[src/hdl/mf16c_pkg.sv]
// Package with payload types, codes and constants for the minifloat converter.
`timescale 1ns / 1ps
`default_nettype none
package mf16c_pkg;

  typedef enum logic [0:0] {
    FUNC_MF_TO_F32 = 1'b0,
    FUNC_F32_TO_MF = 1'b1
  } func_t;

  typedef enum logic [1:0] {
    ST_OK        = 2'd0,
    ST_OVERFLOW  = 2'd1,
    ST_UNDERFLOW = 2'd2,
    ST_NAN       = 2'd3
  } status_t;

  typedef struct packed {
    func_t       func;
    logic [31:0] operand_bits;
  } in_item_t;

  typedef struct packed {
    logic [31:0] converted_bits;
    status_t     status;
  } out_item_t;

  localparam logic [15:0] MF_POS_MAX  = 16'h7FFF;
  localparam logic [15:0] MF_NEG_MAX  = 16'h8000;
  localparam logic [15:0] MF_NEG_ZERO = 16'hFFFF;
  localparam logic [7:0]  F32_BIAS    = 8'd127;
  localparam logic [7:0]  MF_BIAS     = 8'd16;

endpackage
`default_nettype wire

[src/hdl/minifloat16_binary32_converter_core.sv]
// Minifloat16 to binary32 converter core, both directions, one transaction per cycle.
//
//   channel | ports                           | handshake
//   --------+---------------------------------+---------------------------------
//   input   | start, busy, in_item            | accepted when start && !busy
//   result  | out_valid, out_item             | one-cycle strobe, never stalled
//
// An operand is captured in the input register, converted by shallow logic and
// lands in the result register, and the result strobe follows start through both registers.
// A new transaction can be accepted every cycle; busy is held low.
// Synchronous active-low reset clears the valid flags only.
// The receiver cannot stall, so no result is ever held back.
`timescale 1ns / 1ps
`default_nettype none
module minifloat16_binary32_converter_core
  import mf16c_pkg::*;
(
  input  wire logic      clk,
  input  wire logic      rst_n,
  input  wire logic      start,
  output logic           busy,
  input  wire in_item_t  in_item,
  output logic           out_valid,
  output out_item_t      out_item
);

  logic      in_valid_r;
  in_item_t  in_item_r;
  logic      out_valid_r;
  out_item_t out_item_r;
  out_item_t res_nxt;

  // Decode-side signals.
  logic [15:0] mf_x;
  logic [15:0] mf_mag;
  // Encode-side signals.
  logic        f_neg;
  logic [7:0]  f_exp;
  logic [22:0] f_frac;
  logic [11:0] f_rnd;
  logic [8:0]  f_exp_adj;
  logic [9:0]  f_frac_out;
  logic [15:0] mf_enc;

  assign busy = 1'b0;

  // Input and result registers.
  always_ff @(posedge clk) begin
    if (!rst_n) begin
      in_valid_r  <= 1'b0;
      out_valid_r <= 1'b0;
    end else begin
      in_valid_r  <= start;
      out_valid_r <= in_valid_r;
    end
    if (start) begin
      in_item_r <= in_item;
    end
    out_item_r <= res_nxt;
  end

  // Conversion logic for both directions.
  always_comb begin
    mf_x       = in_item_r.operand_bits[15:0];
    mf_mag     = mf_x[15] ? ~mf_x : mf_x;
    f_neg      = in_item_r.operand_bits[31];
    f_exp      = in_item_r.operand_bits[30:23];
    f_frac     = in_item_r.operand_bits[22:0];
    // Round the 24-bit significand to 11 bits, halves away from zero.
    f_rnd      = 12'(({1'b0, 1'b1, f_frac} + 25'h1000) >> 13);
    f_exp_adj  = {1'b0, f_exp} + 9'(f_rnd[11]);
    f_frac_out = f_rnd[11] ? 10'd0 : f_rnd[9:0];
    mf_enc     = {1'b0, 5'(f_exp_adj - 9'(F32_BIAS - MF_BIAS)), f_frac_out};
    res_nxt    = '{converted_bits: 32'd0, status: ST_OK};
    unique case (in_item_r.func)
      FUNC_MF_TO_F32: begin
        if (mf_x != 16'h0000 && mf_x != MF_NEG_ZERO) begin
          res_nxt.converted_bits = {mf_x[15],
                                    8'({3'd0, mf_mag[14:10]}) + (F32_BIAS - MF_BIAS),
                                    mf_mag[9:0], 13'd0};
        end
      end
      FUNC_F32_TO_MF: begin
        if (f_exp == 8'hFF) begin
          if (f_frac != 23'd0) begin
            res_nxt = '{converted_bits: {16'd0, MF_POS_MAX}, status: ST_NAN};
          end else begin
            res_nxt = '{converted_bits: {16'd0, f_neg ? MF_NEG_MAX : MF_POS_MAX},
                        status: ST_OVERFLOW};
          end
        end else if (f_exp == 8'd0) begin
          if (f_frac != 23'd0) begin
            res_nxt = '{converted_bits: {16'd0, f_neg ? MF_NEG_ZERO : 16'h0000},
                        status: ST_UNDERFLOW};
          end
        end else if (f_exp_adj > 9'd142) begin
          // Rounded exponent above 15.
          res_nxt = '{converted_bits: {16'd0, f_neg ? MF_NEG_MAX : MF_POS_MAX},
                      status: ST_OVERFLOW};
        end else if (f_exp_adj < 9'd111) begin
          // Rounded exponent below -16.
          res_nxt = '{converted_bits: {16'd0, f_neg ? MF_NEG_ZERO : 16'h0000},
                      status: ST_UNDERFLOW};
        end else begin
          res_nxt.converted_bits = {16'd0, f_neg ? ~mf_enc : mf_enc};
        end
      end
      default: res_nxt = '{converted_bits: 32'd0, status: ST_OK};
    endcase
  end

  assign out_valid = out_valid_r;
  assign out_item  = out_item_r;

endmodule
`default_nettype wire

[config.mk]
export PLATFORM = sky130hd
export DESIGN_NAME = minifloat16_binary32_converter_core
export DESIGN_NICKNAME = d
export VERILOG_FILES = /design/src/hdl/mf16c_pkg.sv /design/src/hdl/minifloat16_binary32_converter_core.sv
export SDC_FILE = /design/constraint.sdc
export NUM_CORES = 1
export LEC_CHECK = 0
export ABC_AREA = 0
export ABC_CLOCK_PERIOD_IN_PS = 8600
export BUFFER_PORTS_ARGS = -buffer_cell sky130_fd_sc_hd__buf_4
export CAP_MARGIN = 15
export CELL_PAD_IN_SITES_DETAIL_PLACEMENT = 0
export CELL_PAD_IN_SITES_GLOBAL_PLACEMENT = 1
export CORE_UTILIZATION = 45
export CTS_CLUSTER_DIAMETER = 120
export DETAILED_ROUTE_END_ITERATION = 16
export GPL_TIMING_DRIVEN = 0
export PLACE_DENSITY = 0.92
export SYNTH_ARGS = -nofsm -noshare
export SYNTH_HDL_FRONTEND = slang
export SYNTH_SLANG_ARGS = --single-unit
[constraint.sdc]
create_clock -name clk -period 8.6 [get_ports clk]
set_clock_uncertainty 0.2 [all_clocks]
set_input_delay 1.72 -clock clk [delete_from_list [all_inputs] [get_ports clk]]
set_output_delay 1.72 -clock clk [all_outputs]
set_load 0.03 [all_outputs]
* Yosys cells after proc, flatten, opt, wreduce, memory -nomap -nowiden
Cells that the tools add are included.
Word-level totals: logic and storage cells 35, input port bits 36, bits in registers 69, output and inout port bits 36
Cells by class: reductions and logical operators 4, add/sub/neg operators 4, order comparisons 2, multiplexer cells 14, eq/ne operators 2, bitwise gates (word level) 3
Operator list (count):
- $mux 34 | 3
- $mux 16 | 4
- $pmux 32 s2 | 1
- $mux 18 | 2
- $mux 32 | 1
- $add 24x13->25 const B | 1
- $reduce_bool 23->1 | 1
- $ne 16x16->1 const B | 1
- $not 15->16 | 1
- $reduce_bool 16->1 | 1
- $mux 15 | 1
- $not 15->15 | 1
- $mux 10 | 1
- $add 8x1->9 | 1
- $gt 9x8->1 const B | 1
- $lt 9x7->1 const B | 1
- $add 5x7->8 const B | 1
- $eq 8x8->1 const B | 1
- $logic_not 8->1 | 1
- $sub 5x4->5 const B | 1
- $mux 2 | 1
- $logic_and 1x1->1 | 1
- $not 1->1 | 1

* Longest topological paths before layout
word-level depth 10, depth in mapped cells 15, gate-level depth less buffers 14

* Worst setup path after synthesis
No wires, ideal clock.
path kind flip-flop to flip-flop, from register in_item_r, in the netlist f_frac[17], to register out_item_r, in the netlist out_item[16], slack 5.111 ns, arrival 3.201 ns, required time 8.312 ns, buffers on the path 2, stages on the path, launching flop included 16, clock period less this slack 3.489 ns, library setup time 0.088 ns, cell sequence edfxtp_1 -> and3_1 -> and3_1 -> and4_1 -> and2_1 -> ha_1 -> ha_1 -> buf_2 -> and3_4 -> and3_1 -> o311a_1 -> nor2_2 -> buf_4 -> nor2_1 -> o31a_1 -> o32ai_2
RTL lines:
- start: declaration | line minifloat16_binary32_converter_core.sv:28 | in_item_t in_item_r;
- start signal: assignment | line minifloat16_binary32_converter_core.sv:57 | in_item_r <= in_item;
- end signal: assignment | line minifloat16_binary32_converter_core.sv:59 | out_item_r <= res_nxt;
- end: declaration | line minifloat16_binary32_converter_core.sv:30 | out_item_t out_item_r;

==> impl_results.md <==
- Critical path origin: f_frac[18]
- Top_reg_cell synth: dfxtp_1
- Core Rows: 31
- Tcrit/Tclk final: 0.449
- First-pass GRT wire length: 11.2 mm
- Buffers added on ports: 70
- Worst vdd ir: 0.118 mV
- Detailed Place HPWL: 5.34 mm
- Clk buf depth: 2
- EDFF count, synth: 33
- Die width: 88.4 um
- ANT nets after route: 0
- CTS buffer count: 9
- Area leader, netlist: edfxtp_1
- Commonest cells post-synth: dfxtp_1, edfxtp_1, nor2_1
- Synth area leaders: edfxtp_1, dfxtp_1, xnor2_1
- Final Hold Viols: 0
- Non-Filler Instances: 499
- DIE AREA: 7820 um^2
- Pin count of the biggest net entering global routing: 35
- Root buf cell: clkbuf_8
- R2r endpoint: out_item[16]
- Postcts setup bufs: 0
- Most common cell in the netlist: dfxtp_1
- Core Footprint: 7250 um^2
- Synth warn: 0
- Post-synth ARST share: 0
- H-tree Lvls: 3
- Status: finished, final reports clean
- Post-synthesis sequential area ratio: 0.509
- Max Cap Violations: 0
- First drt pass iteration count: 4
- Mapped Cells: 314
- GPL Wtd Cong: 0.814
- Wirelength per Cell: 14.2 um
- Clk_lat worst skew: 350 ps
- FILL cells: 628
- CTS resizes: 0
- RSZ-0062 raised after global routing: false
- Share of cells above drive strength 1: 0.270
- Clock Sinks: 69
- Post-Synthesis Cell Area: 3360 um^2
- Share of the synthesized area in the top cell type: 0.295
- Startpoint Class: flip-flop
- ANT cells: 0
- Worst EP required: 8650 ps
- IO Pins: 72
- Hold Path Class: flip-flop to flip-flop
- Critical path type: flip-flop to flip-flop
- Slew Limit Headroom: 0.544
- Area grow syn2layout: 25.4%
- Vias per inst: 5.21
- NumNets Final: 441
- Crit. End Element: flip-flop
- Worst r2r src: f_frac[18]
- CTS tree: built
- Leakage: 0.00174 uW
- Worst-Margin Slew: 684 ps
- Peak Freq: 259 MHz
- Gr usage total: 0.194
- Vias: 2601
- Mapped Nets: 360
- Worst reg2reg path depth: 15
- Die Y-Extent: 88.4 um
- Seq cells post-synth: 69
- Total global routing overflow: 0
- Initial core utilization: 0.463
- Initial antenna violation count: 0
- Number of remaining DRC errors: 0
- # setup viols final: 0
- Power per cell area: 204 nW/um^2
- CP Max Fanout: 10
- Vias in the first global route: 2323
- TNS Setup: 0 ps
- Max-slew violations: 0
- Inst Count DP: 483
- CP endpoint: out_item[16]
- Clk slew on worst S/H paths: 90 ps
- Average size of a mapped cell: 10.7 um^2
- Min Tclk post-route: 3860 ps
- Flop2flop setup slack: 4740 ps
- Routed Wire Length: 7.09 mm
- Hold-fix buffers, CTS: 0
- Post-synth cell types: 60
- Crit path DAT: 3910 ps
- Starting DRT DRC Count: 128
metrics by stage:
| stage | hold slack (ps) | power (uW) | utilization | area [um^2] | setup slack [ps] |
|---|---|---|---|---|---|
| 2_1_floorplan | 212 | 531 | - | 3360 | 5110 |
| 3_3_place_gp | 219 | 600 | 0.553 | 4010 | 4810 |
| 3_5_place_dp | 223 | 604 | 0.553 | 4010 | 4770 |
| 4_1_cts | 260 | 864 | 0.581 | 4210 | 4750 |
| 5_1_grt | 292 | 897 | 0.581 | 4210 | 4560 |
| 6_report | 266 | 857 | 0.581 | 4210 | 4740 |
cell usage in the layout (no fill, tap or decap), drive strengths merged, types with 4 or more instances in the layout:
cell | netlist | final
nand2 | 19 | 19
or2 | 4 | 4
edfxtp | 33 | 33
buf | 9 | 79
nand3 | 9 | 9
o21ai | 13 | 13
nor4 | 5 | 5
inv | 10 | 12
nor3 | 9 | 9
ha | 10 | 10
o211a | 5 | 5
o211ai | 4 | 4
and2 | 6 | 6
nand4 | 8 | 8
nor2 | 32 | 32
a21oi | 7 | 7
o31ai | 4 | 4
xnor2 | 23 | 23
and3 | 9 | 9
a211oi | 6 | 6
dfxtp | 36 | 36
clkbuf | 6 | 16
xor2 | 8 | 8
power by group:
part	switching [uW]	internal, uW	total, uW	leakage (uW)
registers	21.1	380	401	0.000623
logic	115	80.6	195	0.00101
clock network	134	127	261	0.000100
cells by family after synthesis:
logic type	count (synthesis)	synth area share
adders and majority gates	10	0.0372
other	1	0.00112
buffers and inverters	25	0.0357
and+or+nand+nor	113	0.181
DFF	69	0.509
AOI/OAI and AO/OA	62	0.146
xor gates and xnor gates	31	0.0808
muxes	3	0.00894
state kept, by name (all words and copies together) (netlist names):
| register | flops |
|---|---|
| in_item_r | 1 |
| f_frac | 23 |
| out_item | 34 |
| in_valid_r | 1 |
| f_neg | 1 |
| f_exp | 8 |
| out_valid | 1 |
worst min path at each step:
| stage | from | end | cells past startpoint |
|---|---|---|---|
| after floorplan | in_valid_r | out_valid | 1 |
| after global placement | in_valid_r | out_valid | 1 |
| after detailed placement | in_valid_r | out_valid | 1 |
| after CTS | in_valid_r | out_valid | 1 |
| after global routing | in_valid_r | out_valid | 1 |
| final | in_valid_r | out_valid | 1 |
final cells by class:
class,count,area [um^2],area share
flip-flops and latches,69,1710,0.406
clock buffers,10,149,0.0354
plain buffers,15,82.6,0.0196
multi-input cells,220,1530,0.363
repair buffers,70,526,0.125
clock inverters,6,53.8,0.0128
well taps,99,124,0.0294
inverters,10,37.5,0.00891
worst max-delay path, stage by stage (launching register included):
cell      delay (ps)
edfxtp_1         450
and3_1           240
and3_1           190
and4_1           220
and2_1           190
ha_1             180
ha_1             170
buf_2            170
and3_4           210
and3_1           170
o311a_1          380
nor2_2           130
buf_4            180
nor2_1            70
o31a_1           290
o32ai_2          300
per-layer routing:
layer	wire, um	vias to the layer above	track usage
li1	-	1318	-
met1	3360	1167	0.274
met2	3170	104	0.277
met3	407	12	0.0448
met4	148	0	0.0968
met5	0	-	0
No activity file was read; power rests on OpenSTA's default activity.
